==> src/soil_probe_average_and_alarm_defines.svh <==
// Assertion macros shared by the soil probe averaging and alarm design.
// Used by the files that check their own logic; depends on nothing else.
// Each macro samples on clock and is switched off while reset is high.
`ifndef SOIL_PROBE_AVERAGE_AND_ALARM_DEFINES_SVH
`define SOIL_PROBE_AVERAGE_AND_ALARM_DEFINES_SVH

`ifndef SYNTH
// Checks a property at every rising clock edge outside reset.
`define SPAA_ASSERT(lbl, prop, msg) \
   lbl: assert property (@(posedge clock) disable iff (reset) prop) else $error(msg);
// Checks that a property holds in the cycle after a condition.
`define SPAA_ASSERT_NEXT(lbl, cond, prop, msg) \
   lbl: assert property (@(posedge clock) disable iff (reset) (cond) |=> (prop)) else $error(msg);
`else
`define SPAA_ASSERT(lbl, prop, msg)
`define SPAA_ASSERT_NEXT(lbl, cond, prop, msg)
`endif

`endif

==> src/spaa_pkg.sv <==
// Types and constants of the soil probe averaging and alarm design.
// Used by every module of the block; depends on nothing.
package spaa_pkg;

   // Field widths of the beats.
   localparam int CODE_W  = 12;
   localparam int PH_W    = 11;
   localparam int EC_W    = 9;
   localparam int MOIST_W = 10;
   localparam int ALERT_W = 3;
   localparam int DOSE_W  = 16;

   // Scaling constants: value = (code * full + bias) / 4095.
   localparam int PH_FULL    = 1400;
   localparam int EC_FULL    = 500;
   localparam int MOIST_FULL = 1000;
   localparam int CODE_FULL  = 4095;
   localparam int ROUND_BIAS = 2047;

   // Divider shape: every quotient of this block stays below 2**QUOT_W.
   localparam int QUOT_W      = 11;
   localparam int SCALE_DVD_W = 23;
   localparam int SCALE_DVS_W = 12;

   // Dose rates in 0.1 kg per acre per 0.01 pH.
   localparam int LIME_RATE   = 40;
   localparam int GYPSUM_RATE = 35;
   localparam int DOSE_PROD_W = 17;

   // Configuration port.
   localparam int CSR_IDX_W  = 3;
   localparam int CSR_DATA_W = 11;
   localparam logic [CSR_IDX_W-1:0] CSR_PH_LOW    = 3'd0;
   localparam logic [CSR_IDX_W-1:0] CSR_PH_HIGH   = 3'd1;
   localparam logic [CSR_IDX_W-1:0] CSR_EC_HIGH   = 3'd2;
   localparam logic [CSR_IDX_W-1:0] CSR_MOIST_LOW = 3'd3;

   localparam logic [PH_W-1:0]    PH_LOW_RESET    = 11'd550;
   localparam logic [PH_W-1:0]    PH_HIGH_RESET   = 11'd750;
   localparam logic [EC_W-1:0]    EC_HIGH_RESET   = 9'd200;
   localparam logic [MOIST_W-1:0] MOIST_LOW_RESET = 10'd250;

   // Alert codes.
   localparam logic [ALERT_W-1:0] ALERT_NONE      = 3'd0;
   localparam logic [ALERT_W-1:0] ALERT_PH_LOW    = 3'd1;
   localparam logic [ALERT_W-1:0] ALERT_PH_HIGH   = 3'd2;
   localparam logic [ALERT_W-1:0] ALERT_EC_HIGH   = 3'd3;
   localparam logic [ALERT_W-1:0] ALERT_MOIST_LOW = 3'd4;

   typedef struct packed {
      logic [CODE_W-1:0] ph_code;
      logic [CODE_W-1:0] ec_code;
      logic [CODE_W-1:0] moist_code;
   } req_type;

   typedef struct packed {
      logic [PH_W-1:0]    ph_mean;
      logic [EC_W-1:0]    ec_mean;
      logic [MOIST_W-1:0] moist_mean;
      logic [ALERT_W-1:0] alert_code;
      logic               buzzer_on;
      logic [DOSE_W-1:0]  lime_dose;
      logic [DOSE_W-1:0]  gypsum_dose;
   } rsp_type;

   typedef struct packed {
      logic [PH_W-1:0]    ph_low;
      logic [PH_W-1:0]    ph_high;
      logic [EC_W-1:0]    ec_high;
      logic [MOIST_W-1:0] moist_low;
   } limits_type;

   // One scaled sample as it sits in the window store.
   typedef struct packed {
      logic [PH_W-1:0]    ph;
      logic [EC_W-1:0]    ec;
      logic [MOIST_W-1:0] moist;
   } sample_type;

   typedef enum logic [2:0] {
      ST_IDLE,
      ST_SCALE,
      ST_UPDATE,
      ST_LOAD,
      ST_MEAN,
      ST_FINISH
   } state_type;

endpackage

==> src/spaa_serial_div.sv <==
// Bit-serial restoring divider, one quotient bit per cycle.
// Depends on spaa_pkg for the quotient width.
module spaa_serial_div #(
   parameter int DVD_W = 23,
   parameter int DVS_W = 12
) (
   input  logic                       clock,
   input  logic                       reset,
   input  logic                       start,
   input  logic [DVD_W-1:0]           dividend,
   input  logic [DVS_W-1:0]           divisor,
   output logic                       done,
   output logic [spaa_pkg::QUOT_W-1:0] quotient
);

   localparam int QW    = spaa_pkg::QUOT_W;
   localparam int CNT_W = $clog2(QW + 1);

   logic [DVS_W-1:0] rem_ff, rem_in;
   logic [QW-1:0]    shift_ff, shift_in;
   logic [DVS_W-1:0] dvs_ff, dvs_in;
   logic [CNT_W-1:0] cnt_ff, cnt_in;
   logic             done_ff, done_in;
   logic [DVS_W:0]   trial;
   logic [DVS_W:0]   dvs_ext;
   logic [DVS_W:0]   diff;
   logic             qbit;

   // One restoring step: bring down the next dividend bit and try to subtract.
   assign trial   = {rem_ff, shift_ff[QW-1]};
   assign dvs_ext = {1'b0, dvs_ff};
   assign diff    = trial - dvs_ext;
   assign qbit    = (trial >= dvs_ext);

   // The low dividend bits shift out while the quotient bits shift in.
   always_comb begin
      rem_in   = rem_ff;
      shift_in = shift_ff;
      dvs_in   = dvs_ff;
      if (start) begin
         rem_in   = DVS_W'(dividend >> QW);
         shift_in = dividend[QW-1:0];
         dvs_in   = divisor;
      end else if (cnt_ff != '0) begin
         rem_in   = qbit ? diff[DVS_W-1:0] : trial[DVS_W-1:0];
         shift_in = {shift_ff[QW-2:0], qbit};
      end
   end

   // Step counter and a one-cycle done pulse after the last step.
   always_comb begin
      cnt_in  = cnt_ff;
      done_in = 1'b0;
      if (start) begin
         cnt_in = CNT_W'(QW);
      end else if (cnt_ff != '0) begin
         cnt_in  = cnt_ff - CNT_W'(1);
         done_in = (cnt_ff == CNT_W'(1));
      end
   end

   always_ff @(posedge clock) begin
      if (reset) begin
         cnt_ff  <= '0;
         done_ff <= 1'b0;
      end else begin
         cnt_ff  <= cnt_in;
         done_ff <= done_in;
      end
   end

   always_ff @(posedge clock) begin
      rem_ff   <= rem_in;
      shift_ff <= shift_in;
      dvs_ff   <= dvs_in;
   end

   assign done     = done_ff;
   assign quotient = shift_ff;

endmodule

==> src/spaa_window.sv <==
// Window store of the last DEPTH scaled samples with running totals.
// Depends on spaa_pkg for the sample type and the full-scale constants.
`include "soil_probe_average_and_alarm_defines.svh"

module spaa_window #(
   parameter int DEPTH = 50
) (
   input  logic                                   clock,
   input  logic                                   reset,
   input  logic                                   update,
   input  spaa_pkg::sample_type                   sample,
   output logic [$clog2(DEPTH*spaa_pkg::PH_FULL+1)-1:0]    ph_total,
   output logic [$clog2(DEPTH*spaa_pkg::EC_FULL+1)-1:0]    ec_total,
   output logic [$clog2(DEPTH*spaa_pkg::MOIST_FULL+1)-1:0] moist_total,
   output logic [$clog2(DEPTH+1)-1:0]             count
);

   localparam int PH_TOT_W    = $clog2(DEPTH*spaa_pkg::PH_FULL+1);
   localparam int EC_TOT_W    = $clog2(DEPTH*spaa_pkg::EC_FULL+1);
   localparam int MOIST_TOT_W = $clog2(DEPTH*spaa_pkg::MOIST_FULL+1);
   localparam int CNT_W       = $clog2(DEPTH+1);
   localparam int SLOT_W      = (DEPTH > 1) ? $clog2(DEPTH) : 1;

   spaa_pkg::sample_type ring_mem [DEPTH];
   spaa_pkg::sample_type rd_ff;

   logic [PH_TOT_W-1:0]    ph_total_ff, ph_total_in;
   logic [EC_TOT_W-1:0]    ec_total_ff, ec_total_in;
   logic [MOIST_TOT_W-1:0] moist_total_ff, moist_total_in;
   logic [SLOT_W-1:0]      slot_ff, slot_in;
   logic                   full_ff, full_in;
   logic                   last_slot;

   // The entry at the write slot is read every cycle; it is the oldest sample
   // once the window is full and is written over on the update.
   always_ff @(posedge clock) begin
      if (update) begin
         ring_mem[slot_ff] <= sample;
      end
      rd_ff <= ring_mem[slot_ff];
   end

   assign last_slot = (slot_ff == SLOT_W'(DEPTH - 1));

   // Totals drop the oldest sample when full and add the new one.
   always_comb begin
      ph_total_in    = ph_total_ff;
      ec_total_in    = ec_total_ff;
      moist_total_in = moist_total_ff;
      slot_in        = slot_ff;
      full_in        = full_ff;
      if (update) begin
         ph_total_in    = ph_total_ff + PH_TOT_W'(sample.ph)
                          - (full_ff ? PH_TOT_W'(rd_ff.ph) : '0);
         ec_total_in    = ec_total_ff + EC_TOT_W'(sample.ec)
                          - (full_ff ? EC_TOT_W'(rd_ff.ec) : '0);
         moist_total_in = moist_total_ff + MOIST_TOT_W'(sample.moist)
                          - (full_ff ? MOIST_TOT_W'(rd_ff.moist) : '0);
         if (last_slot) begin
            slot_in = '0;
            full_in = 1'b1;
         end else begin
            slot_in = slot_ff + SLOT_W'(1);
         end
      end
   end

   always_ff @(posedge clock) begin
      if (reset) begin
         ph_total_ff    <= '0;
         ec_total_ff    <= '0;
         moist_total_ff <= '0;
         slot_ff        <= '0;
         full_ff        <= 1'b0;
      end else begin
         ph_total_ff    <= ph_total_in;
         ec_total_ff    <= ec_total_in;
         moist_total_ff <= moist_total_in;
         slot_ff        <= slot_in;
         full_ff        <= full_in;
      end
   end

   assign ph_total    = ph_total_ff;
   assign ec_total    = ec_total_ff;
   assign moist_total = moist_total_ff;
   assign count       = full_ff ? CNT_W'(DEPTH) : CNT_W'(slot_ff);

   `SPAA_ASSERT(a_slot_range, slot_ff <= SLOT_W'(DEPTH - 1), "write slot beyond window depth")
   `SPAA_ASSERT(a_full_sticks, !$fell(full_ff), "window full flag dropped")
   `SPAA_ASSERT_NEXT(a_totals_hold, !update, $stable(ph_total_ff) && $stable(slot_ff), "window changed without an update")

endmodule

==> src/spaa_alarm.sv <==
// Alert priority and dose calculation from the three means.
// Depends on spaa_pkg for the result type, limits and alert codes.
module spaa_alarm (
   input  logic [spaa_pkg::PH_W-1:0]    ph_mean,
   input  logic [spaa_pkg::EC_W-1:0]    ec_mean,
   input  logic [spaa_pkg::MOIST_W-1:0] moist_mean,
   input  spaa_pkg::limits_type         limits,
   output spaa_pkg::rsp_type            result
);

   localparam int PW = spaa_pkg::DOSE_PROD_W;
   localparam int DW = spaa_pkg::DOSE_W;

   logic [spaa_pkg::ALERT_W-1:0] alert;
   logic [PW-1:0]                lime_prod;
   logic [PW-1:0]                gypsum_prod;

   // The first rule that fires in priority order sets the alert.
   always_comb begin
      alert       = spaa_pkg::ALERT_NONE;
      lime_prod   = '0;
      gypsum_prod = '0;
      if (ph_mean < limits.ph_low) begin
         alert     = spaa_pkg::ALERT_PH_LOW;
         lime_prod = PW'(limits.ph_low - ph_mean) * PW'(spaa_pkg::LIME_RATE);
      end else if (ph_mean > limits.ph_high) begin
         alert       = spaa_pkg::ALERT_PH_HIGH;
         gypsum_prod = PW'(ph_mean - limits.ph_high) * PW'(spaa_pkg::GYPSUM_RATE);
      end else if (ec_mean > limits.ec_high) begin
         alert = spaa_pkg::ALERT_EC_HIGH;
      end else if (moist_mean < limits.moist_low) begin
         alert = spaa_pkg::ALERT_MOIST_LOW;
      end
   end

   // Doses saturate at the largest 16-bit value.
   always_comb begin
      result.ph_mean     = ph_mean;
      result.ec_mean     = ec_mean;
      result.moist_mean  = moist_mean;
      result.alert_code  = alert;
      result.buzzer_on   = (alert != spaa_pkg::ALERT_NONE);
      result.lime_dose   = (lime_prod[PW-1:DW] != '0) ? '1 : lime_prod[DW-1:0];
      result.gypsum_dose = (gypsum_prod[PW-1:DW] != '0) ? '1 : gypsum_prod[DW-1:0];
   end

endmodule

==> src/soil_probe_average_and_alarm.sv <==
// Top level: soil probe moving average with threshold alarm and dose output.
// Depends on spaa_pkg, spaa_serial_div, spaa_window and spaa_alarm.
//
//   channel  direction  handshake               payload
//   req      in         req_valid / req_stall   req_data  (three raw ADC codes)
//   rsp      out        rsp_valid / rsp_stall   rsp_data  (means, alert, doses)
//   csr      in         csr_valid / csr_ready   csr_index, csr_wdata
//
// For an item, 11 bit-serial divider steps scale the codes, the window takes the
// sample, the mean operands are loaded, 11 more steps form the rounded means, and
// the result is handed over; the next item is accepted only after that result
// beat is loaded. Synchronous reset empties the window and restores the default
// limits. A stalled result waits in the output register; the block then holds in
// its last step, and req_stall stays high whenever an item is in progress.
`include "soil_probe_average_and_alarm_defines.svh"

module soil_probe_average_and_alarm #(
   parameter int WINDOW_DEPTH = 50
) (
   input  logic                                 clock,
   input  logic                                 reset,
   input  logic                                 req_valid,
   output logic                                 req_stall,
   input  spaa_pkg::req_type                    req_data,
   output logic                                 rsp_valid,
   input  logic                                 rsp_stall,
   output spaa_pkg::rsp_type                    rsp_data,
   input  logic                                 csr_valid,
   output logic                                 csr_ready,
   input  logic [spaa_pkg::CSR_IDX_W-1:0]       csr_index,
   input  logic [spaa_pkg::CSR_DATA_W-1:0]      csr_wdata
);

   localparam int QW          = spaa_pkg::QUOT_W;
   localparam int PH_TOT_W    = $clog2(WINDOW_DEPTH*spaa_pkg::PH_FULL+1);
   localparam int EC_TOT_W    = $clog2(WINDOW_DEPTH*spaa_pkg::EC_FULL+1);
   localparam int MOIST_TOT_W = $clog2(WINDOW_DEPTH*spaa_pkg::MOIST_FULL+1);
   localparam int CNT_W       = $clog2(WINDOW_DEPTH+1);
   localparam int MEAN_DVD_W  =
      $clog2(WINDOW_DEPTH*spaa_pkg::PH_FULL + WINDOW_DEPTH/2 + 1);
   localparam int DVD_W       =
      (MEAN_DVD_W > spaa_pkg::SCALE_DVD_W) ? MEAN_DVD_W : spaa_pkg::SCALE_DVD_W;
   localparam int DVS_W       =
      (CNT_W > spaa_pkg::SCALE_DVS_W) ? CNT_W : spaa_pkg::SCALE_DVS_W;

   spaa_pkg::state_type  state_ff, state_in;
   spaa_pkg::limits_type limits_ff, limits_in;
   spaa_pkg::rsp_type    rsp_data_ff;
   spaa_pkg::rsp_type    alarm_result;
   spaa_pkg::sample_type sample;
   logic                 rsp_valid_ff, rsp_valid_in;

   logic                   div_start;
   logic                   use_mean;
   logic                   win_update;
   logic                   rsp_load;
   logic [DVD_W-1:0]       ph_dvd, ec_dvd, moist_dvd;
   logic [DVS_W-1:0]       dvs;
   logic                   ph_done, ec_done, moist_done;
   logic [QW-1:0]          ph_q, ec_q, moist_q;
   logic [PH_TOT_W-1:0]    ph_total;
   logic [EC_TOT_W-1:0]    ec_total;
   logic [MOIST_TOT_W-1:0] moist_total;
   logic [CNT_W-1:0]       count;

   // Sequencer for one item: scale, update the window, average, hand over.
   always_comb begin
      state_in   = state_ff;
      div_start  = 1'b0;
      use_mean   = 1'b0;
      win_update = 1'b0;
      rsp_load   = 1'b0;
      unique case (state_ff)
         spaa_pkg::ST_IDLE: begin
            if (req_valid) begin
               div_start = 1'b1;
               state_in  = spaa_pkg::ST_SCALE;
            end
         end
         spaa_pkg::ST_SCALE: begin
            if (ph_done) begin
               state_in = spaa_pkg::ST_UPDATE;
            end
         end
         spaa_pkg::ST_UPDATE: begin
            win_update = 1'b1;
            state_in   = spaa_pkg::ST_LOAD;
         end
         spaa_pkg::ST_LOAD: begin
            div_start = 1'b1;
            use_mean  = 1'b1;
            state_in  = spaa_pkg::ST_MEAN;
         end
         spaa_pkg::ST_MEAN: begin
            if (ph_done) begin
               state_in = spaa_pkg::ST_FINISH;
            end
         end
         spaa_pkg::ST_FINISH: begin
            if (!rsp_valid_ff || !rsp_stall) begin
               rsp_load = 1'b1;
               state_in = spaa_pkg::ST_IDLE;
            end
         end
         default: begin
            state_in = spaa_pkg::ST_IDLE;
         end
      endcase
   end

   always_ff @(posedge clock) begin
      if (reset) begin
         state_ff <= spaa_pkg::ST_IDLE;
      end else begin
         state_ff <= state_in;
      end
   end

   assign req_stall = (state_ff != spaa_pkg::ST_IDLE);

   // Divider operands: scaling products on the accepted beat, then the
   // rounded totals over the sample count.
   always_comb begin
      if (use_mean) begin
         ph_dvd    = DVD_W'(ph_total) + DVD_W'(count >> 1);
         ec_dvd    = DVD_W'(ec_total) + DVD_W'(count >> 1);
         moist_dvd = DVD_W'(moist_total) + DVD_W'(count >> 1);
         dvs       = DVS_W'(count);
      end else begin
         ph_dvd    = DVD_W'(req_data.ph_code) * DVD_W'(spaa_pkg::PH_FULL)
                     + DVD_W'(spaa_pkg::ROUND_BIAS);
         ec_dvd    = DVD_W'(req_data.ec_code) * DVD_W'(spaa_pkg::EC_FULL)
                     + DVD_W'(spaa_pkg::ROUND_BIAS);
         moist_dvd = DVD_W'(req_data.moist_code) * DVD_W'(spaa_pkg::MOIST_FULL)
                     + DVD_W'(spaa_pkg::ROUND_BIAS);
         dvs       = DVS_W'(spaa_pkg::CODE_FULL);
      end
   end

   spaa_serial_div #(.DVD_W(DVD_W), .DVS_W(DVS_W)) u_ph_div (
      .clock    (clock),
      .reset    (reset),
      .start    (div_start),
      .dividend (ph_dvd),
      .divisor  (dvs),
      .done     (ph_done),
      .quotient (ph_q)
   );

   spaa_serial_div #(.DVD_W(DVD_W), .DVS_W(DVS_W)) u_ec_div (
      .clock    (clock),
      .reset    (reset),
      .start    (div_start),
      .dividend (ec_dvd),
      .divisor  (dvs),
      .done     (ec_done),
      .quotient (ec_q)
   );

   spaa_serial_div #(.DVD_W(DVD_W), .DVS_W(DVS_W)) u_moist_div (
      .clock    (clock),
      .reset    (reset),
      .start    (div_start),
      .dividend (moist_dvd),
      .divisor  (dvs),
      .done     (moist_done),
      .quotient (moist_q)
   );

   // Scaled sample; moisture counts down from full scale as the code rises.
   always_comb begin
      sample.ph    = ph_q[spaa_pkg::PH_W-1:0];
      sample.ec    = ec_q[spaa_pkg::EC_W-1:0];
      sample.moist = spaa_pkg::MOIST_W'(spaa_pkg::MOIST_FULL)
                     - moist_q[spaa_pkg::MOIST_W-1:0];
   end

   spaa_window #(.DEPTH(WINDOW_DEPTH)) u_window (
      .clock       (clock),
      .reset       (reset),
      .update      (win_update),
      .sample      (sample),
      .ph_total    (ph_total),
      .ec_total    (ec_total),
      .moist_total (moist_total),
      .count       (count)
   );

   spaa_alarm u_alarm (
      .ph_mean    (ph_q[spaa_pkg::PH_W-1:0]),
      .ec_mean    (ec_q[spaa_pkg::EC_W-1:0]),
      .moist_mean (moist_q[spaa_pkg::MOIST_W-1:0]),
      .limits     (limits_ff),
      .result     (alarm_result)
   );

   // Output register: holds a result beat until it is taken.
   always_comb begin
      rsp_valid_in = rsp_valid_ff;
      if (rsp_load) begin
         rsp_valid_in = 1'b1;
      end else if (rsp_valid_ff && !rsp_stall) begin
         rsp_valid_in = 1'b0;
      end
   end

   always_ff @(posedge clock) begin
      if (reset) begin
         rsp_valid_ff <= 1'b0;
      end else begin
         rsp_valid_ff <= rsp_valid_in;
      end
   end

   always_ff @(posedge clock) begin
      if (rsp_load) begin
         rsp_data_ff <= alarm_result;
      end
   end

   assign rsp_valid = rsp_valid_ff;
   assign rsp_data  = rsp_data_ff;

   // Limit registers; writes to unused indexes are dropped.
   assign csr_ready = 1'b1;

   always_comb begin
      limits_in = limits_ff;
      if (csr_valid && csr_ready) begin
         unique case (csr_index)
            spaa_pkg::CSR_PH_LOW:    limits_in.ph_low    = csr_wdata[spaa_pkg::PH_W-1:0];
            spaa_pkg::CSR_PH_HIGH:   limits_in.ph_high   = csr_wdata[spaa_pkg::PH_W-1:0];
            spaa_pkg::CSR_EC_HIGH:   limits_in.ec_high   = csr_wdata[spaa_pkg::EC_W-1:0];
            spaa_pkg::CSR_MOIST_LOW: limits_in.moist_low = csr_wdata[spaa_pkg::MOIST_W-1:0];
            default: begin
               limits_in = limits_ff;
            end
         endcase
      end
   end

   always_ff @(posedge clock) begin
      if (reset) begin
         limits_ff.ph_low    <= spaa_pkg::PH_LOW_RESET;
         limits_ff.ph_high   <= spaa_pkg::PH_HIGH_RESET;
         limits_ff.ec_high   <= spaa_pkg::EC_HIGH_RESET;
         limits_ff.moist_low <= spaa_pkg::MOIST_LOW_RESET;
      end else begin
         limits_ff <= limits_in;
      end
   end

   `SPAA_ASSERT(a_lanes_lockstep, (ph_done == ec_done) && (ph_done == moist_done), "divider lanes out of step")
   `SPAA_ASSERT(a_scale_latency, (state_ff == spaa_pkg::ST_IDLE) && req_valid |-> ##(spaa_pkg::QUOT_W + 1) ph_done, "scaling pass did not finish on time")
   `SPAA_ASSERT(a_rsp_from_finish, $rose(rsp_valid_ff) |-> $past(state_ff == spaa_pkg::ST_FINISH), "result beat loaded outside the last step")

endmodule
==> config.mk <==
export PLATFORM = sky130hd
export DESIGN_NAME = soil_probe_average_and_alarm
export DESIGN_NICKNAME = d
export VERILOG_FILES = /design/src/spaa_pkg.sv /design/src/spaa_serial_div.sv /design/src/spaa_window.sv /design/src/spaa_alarm.sv /design/src/soil_probe_average_and_alarm.sv
export VERILOG_INCLUDE_DIRS = /design/src /design/src/src
export SDC_FILE = /design/constraint.sdc
export NUM_CORES = 2
export LEC_CHECK = 0
export ABC_AREA = 1
export BUFFER_PORTS_ARGS = -buffer_cell sky130_fd_sc_hd__clkbuf_2
export CAP_MARGIN = 30
export CORE_UTILIZATION = 35
export DETAILED_ROUTE_END_ITERATION = 7
export SLEW_MARGIN = 20
export SYNTH_ARGS = -nofsm -noshare
export SYNTH_HDL_FRONTEND = slang
export SYNTH_HIERARCHICAL = 1
export SYNTH_SLANG_ARGS = --single-unit
==> constraint.sdc <==
create_clock -name clock -period 5.2 [get_ports clock]
set_input_delay 0.78 -clock clock [delete_from_list [all_inputs] [get_ports clock]]
set_output_delay 0.78 -clock clock [all_outputs]
set_load 0.02 [all_outputs]
After elaboration in Yosys (flattened, before gate mapping)
Memory sizes are Yosys's and may differ from the RTL's. A register that Yosys moved wholly into a read port is not among the register bits.
Cells that the tools add are included.
Word-level totals
  bits in registers: 260
  output and inout port bits: 69
  bits of input ports: 55
  RAM bits: 1500
  memories kept: 1
Memory list
  u_window.ring_mem: words 50, bits a word 30, rd ports 1, clocked after memory_dff 1, write ports 1, line spaa_window.sv:24  | spaa_pkg::sample_type ring_mem [DEPTH];
Cells by class
  $mul: 5
  reductions and logical operators: 23
  equality and inequality tests: 14
  order comparisons: 7
  add/subtract/negate cells: 22
  bitwise operators: 1
  mux-type cells: 52
Operators with widths (count)
  $mux 12: 10
  $mux 11: 7
  $mux 17: 3
  $mux 23: 2
  $ge 13x12->1: 3
  $mul 12x7->19 const B: 2
  $sub 12x12->12: 3
  $mux 3: 8
  $mux 4: 6
  $sub 11x11->12: 2
  $add 22x11->23 const B: 1
  $add 23x11->23 const B: 1
  $add 21x11->22 const B: 1
  $mux 22: 1
  $mul 12x8->20 const B: 1
  $add 17x5->18: 1
  $pmux 3 s6: 1
  $add 16x5->17: 1
  $add 17x11->17: 1
  $mul 17x3->14 const B: 1
  $mul 17x6->17 const B: 1
  $sub 17x17->17: 1
  $add 15x5->16: 1
  $add 16x10->16: 1
  34 further kinds: 64

Longest topological paths before layout
  depth in word-level cells: 6
  depth in mapped cells: 28
  gate-level depth less buffers: 27

Modules after synthesis
Netlist, hierarchy kept.
By module, submodules not included
  spaa_window: times used 1, area an instance 68580.8 um2, cells an instance 6877, seq. area each 46744.8 um2
  soil_probe_average_and_alarm: times used 1, area an instance 13900.8 um2, cells an instance 1884, seq. area each 2882.8 um2
  spaa_serial_div: times used 3, area an instance 2637.5 um2, cells an instance 324, seq. area each 1151.1 um2
  spaa_alarm: times used 1, area an instance 4262.8 um2, cells an instance 675, seq. area each 0.0 um2

Worst setup path before layout
OpenSTA, ideal clock, no wires.
  path type: flip-flop to flip-flop
  start point: register u_moist_div.shift_ff[0], in the netlist u_moist_div/quotient[0]
  end point: register u_window.moist_total_ff[14], in the netlist u_window/moist_total[14]
  period minus slack after synthesis: 5.133 ns
  path slack: 0.067 ns
  required time: 5.083 ns
  stages on the path, launching flop included: 20
  setup time: 0.117 ns
  arrival time: 5.016 ns
  cell sequence: edfxtp_1 -> inv_1 -> ha_1 -> a21oi_1 -> o21ai_0 -> nand3b_1 -> xor2_1 -> inv_1 -> fa_1 -> inv_1 -> ha_1 -> nand2_1 -> inv_1 -> nand2_1 -> nor3_1 -> nand2_1 -> nand3_1 -> nand2_1 -> nor2_1 -> nor2_1
RTL lines
  start, declared: line spaa_serial_div.sv:20  | logic [QW-1:0] shift_ff, shift_in;
  start signal, assigned: line spaa_serial_div.sv:74  | shift_ff <= shift_in;
  end signal, assigned: line spaa_window.sv:78  | moist_total_ff <= moist_total_in;
  end, declared: line spaa_window.sv:29  | logic [MOIST_TOT_W-1:0] moist_total_ff, moist_total_in;

Final worst setup path
  start point: register u_ph_div.shift_ff[5], in the netlist u_ph_div/quotient[5]
  end point: register rsp_data_ff, in the netlist rsp_data[2], data pin
Between the ends
  longest elaborated chain between the ends: 4
  elaborated cells on any way between the ends: 6
Ends and longest elaborated chain
  start, declared: line spaa_serial_div.sv:20
  start signal, assigned: line spaa_serial_div.sv:74
  $sub 11x11->12: line spaa_alarm.sv:28  | gypsum_prod = PW'(ph_mean - limits.ph_high) * PW'(spaa_pkg::GYPSUM_RATE);
  $mul 17x6->17: line spaa_alarm.sv:28
  $mux 17: line spaa_alarm.sv:26  | end else if (ph_mean > limits.ph_high) begin
  $mux 17 *: line spaa_alarm.sv:23  | if (ph_mean < limits.ph_low) begin
  end signal, assigned: line soil_probe_average_and_alarm.sv:217  | rsp_data_ff <= alarm_result;
  end, declared: line soil_probe_average_and_alarm.sv:48  | spaa_pkg::rsp_type rsp_data_ff;
Every way passes the cells marked *; elsewhere a longest branch is shown, timed or not.
A chain may end at the register's enable or synchronous reset.

==> impl_metrics.yaml <==
clock_network:
  htreeDepth: 4
  cts-root-buf: "clkbuf_16"
  cts.clk_slew.worst_paths_ns: 0.06
  clock_sinks: 1814
  ctsResizeCount: 0
  cts_tree: "yes"
  clk_latency_ns: 0.90
  post_cts_buffers: 0
  numCtsBuffers: 194
  ctsHoldBuffers: 0
  clk_path_buf_depth: 3
critical_path:
  slowest_stage: "fa_1"
  critPathLaunchType: "flip-flop"
  worstPathRequired_ns: 5.82
  critical_path.cell_chain: "ha_1 -> nand2_1 -> inv_1 -> nand2_1 -> nand2_1 -> a21oi_1 -> nor2_1 -> nor2_1 -> xor2_1 -> inv_1 -> ha_1 -> fa_1 -> inv_1 -> fa_1 -> inv_1 -> ha_1 -> nand2_1 -> nor2_1 -> nand2_1 -> o21bai_1 -> nand2_1 -> nand3_1 -> nand3_4 -> nand2_1"
  critPathMaxStageDelay_ns: 0.52
  endpoint_kind: "flip-flop"
  critPathKind: "reg2reg"
  path_common_cell: "nand2_1"
  worst_ep_arrival_time_ns: 5.38
  critPathTopFamily: "adder cells"
  cp_num_buf_inv: 4
  cp_max_fo: 16
detailed_routing:
  dr_total_vias: 68440
  drt_iter0_drc: 5909
  wl_per_cell_um: 18.9
  wl_mm: 270
  avgViaCountPerCell: 4.80
  drtAntennaViolNets: 0
  first_pass_iters: 6
  drc_errors: 0
logic_synthesis:
  syn-num-nets: 10971
  synthesis.area_mm2: 0.0946
  syn_inst: 10404
  synth_warnings: 6
  avgSynthCellArea_um2: 9.09
floorplanning:
  io_pins: 124
  die_w_um: 522
  die-area_mm2: 0.272
  fp-row-count: 190
  design.core.area_mm2: 0.268
  start_util_pct: 35.2
  dieHeight_um: 522
timing:
  period_needed_ns: 4.76
  setup_viol: 0
  setup_tns_ns: 0
  fin_skew_ns: 0.0931
  fmax_mhz: 210
  finalHoldViolations: 0
  rsz0062_at_grt: "no"
  slew_violations: 0
  worst_slew_pin_slew_ns: 1.01
  finalCritPeriodShare_pct: 91.6
  fin_ws_ns: 0.436
  relSlewSlack_pct: 32.5
global_routing:
  grt_overflow: 0
  grt_use_total_pct: 19.5
  grt_pass1_vias: 64012
  grt_pass1_wl_mm: 401
  antenna_found_initial: 8
  grt_max_degree: 180
layout:
  layout.nets: 11093
  multi_input_comb_area_mm2: 0.0360
  syn_to_final_growth_pct: 12.3
  seq_area_mm2: 0.0531
  drive_above_1_share_pct: 8.43
  instances_no_fill: 14252
  fillers: 26367
pwr:
  power_density_mw_per_mm2: 618
  p_leak_nw: 47.1
  vdd_drop_max_mv: 0.698
run_status:
  status: "complete, no violations"
placement:
  portBuffers: 122
  place_inst: 13880
  place_congestion: 0.862
  pre_cts_slack_ns: 0.0254
  dpl.hpwl_mm: 165
worst_hold_path:
  worstHoldPathType: "in2reg"
run:
  cap_violations: 0
## cell type report
type,count,area share [%]
Clock inverter,126,1.33
Tap cell,3552,4.18
Inverter,1043,3.73
Multi-Input combinational cell,7152,33.9
Timing Repair Buffer,321,2.14
Sequential cell,1814,49.9
Antenna cell,6,0.0141
Clock buffer,238,4.75
## path summary, 6_finish.rpt
kind                        start            end  slack [ns]  depth (start not counted)
max          u_ph_div/quotient[5]    rsp_data[2]        0.44                         24
min                 csr_wdata[10]  limits_ff[29]        0.20                          3
max reg2reg  u_ph_div/quotient[5]    rsp_data[2]        0.44                         24
min reg2reg          limits_ff[1]   limits_ff[1]        0.46                          2
## cells in the final DEF (no fill, tap or decap), drive strengths merged, types with 9 or more instances in the layout
| cell type | instances |
|---|---|
| nor2 | 536 |
| fa | 163 |
| ha | 349 |
| bufinv | 18 |
| or2 | 28 |
| nor3 | 38 |
| a21oi | 303 |
| nand3 | 322 |
| inv | 1038 |
| dfxtp | 143 |
| o211ai | 14 |
| clkbuf | 360 |
| clkinv | 103 |
| buf | 199 |
| o21ai | 187 |
| a31oi | 12 |
| nand2 | 4946 |
| nand3b | 30 |
| clkinvlp | 10 |
| o22ai | 9 |
| edfxtp | 1671 |
| xor2 | 52 |
| nand4 | 69 |
| xnor2 | 47 |
## worst min-delay path, delay by kind of cell
family | cells | cell delay (ns)
and+or+nand+nor | 2 | 0.14
buffers and inverters | 1 | 0.12
## where the power goes
group / switching, mW / internal, mW / total [mW]
sequential: 0.666 / 19.7 / 20.4
combinational: 21.6 / 9.80 / 31.4
clock: 6.04 / 7.89 / 13.9
total: 28.3 / 37.4 / 65.7
## routing by layer
metal	vias to the layer above	GRT usage, %	share of wire, %
met5	-	0	0
met4	0	6.78	3.5
met3	371	3.00	7.3
met2	2228	31.5	46
met1	32304	26.7	43
li1	33537	-	-
## state kept, by name, indices dropped and copies added (netlist names), 6 cells and up
register	cells
u_moist_div/dvs_ff	12
u_window/ring_mem	1500
u_window/ec_total	15
u_window/ph_total	17
u_window/slot_ff	6
u_ec_div/rem_ff	12
limits_ff	41
u_window/rd_ff	30
u_ph_div/quotient	11
u_moist_div/rem_ff	12
u_ec_div/quotient	11
u_ph_div/rem_ff	12
u_window/moist_total	16
u_moist_div/quotient	11
u_ec_div/dvs_ff	12
rsp_data	66
u_ph_div/dvs_ff	12
## metrics by stage
step                instance area (um2)  utilization, %  hold WS [ns]  total power, mW
finish                           106000            39.6         0.200             65.7
global route                     106000            39.6         0.207             70.7
CTS                              106000            39.6         0.173             65.9
detailed placement                99700            37.2         0.444             51.9
global placement                  99700            37.1         0.438             51.7
floorplan                         94600               -         0.429             43.0
Note: power is estimated with default switching activity, not from simulation.
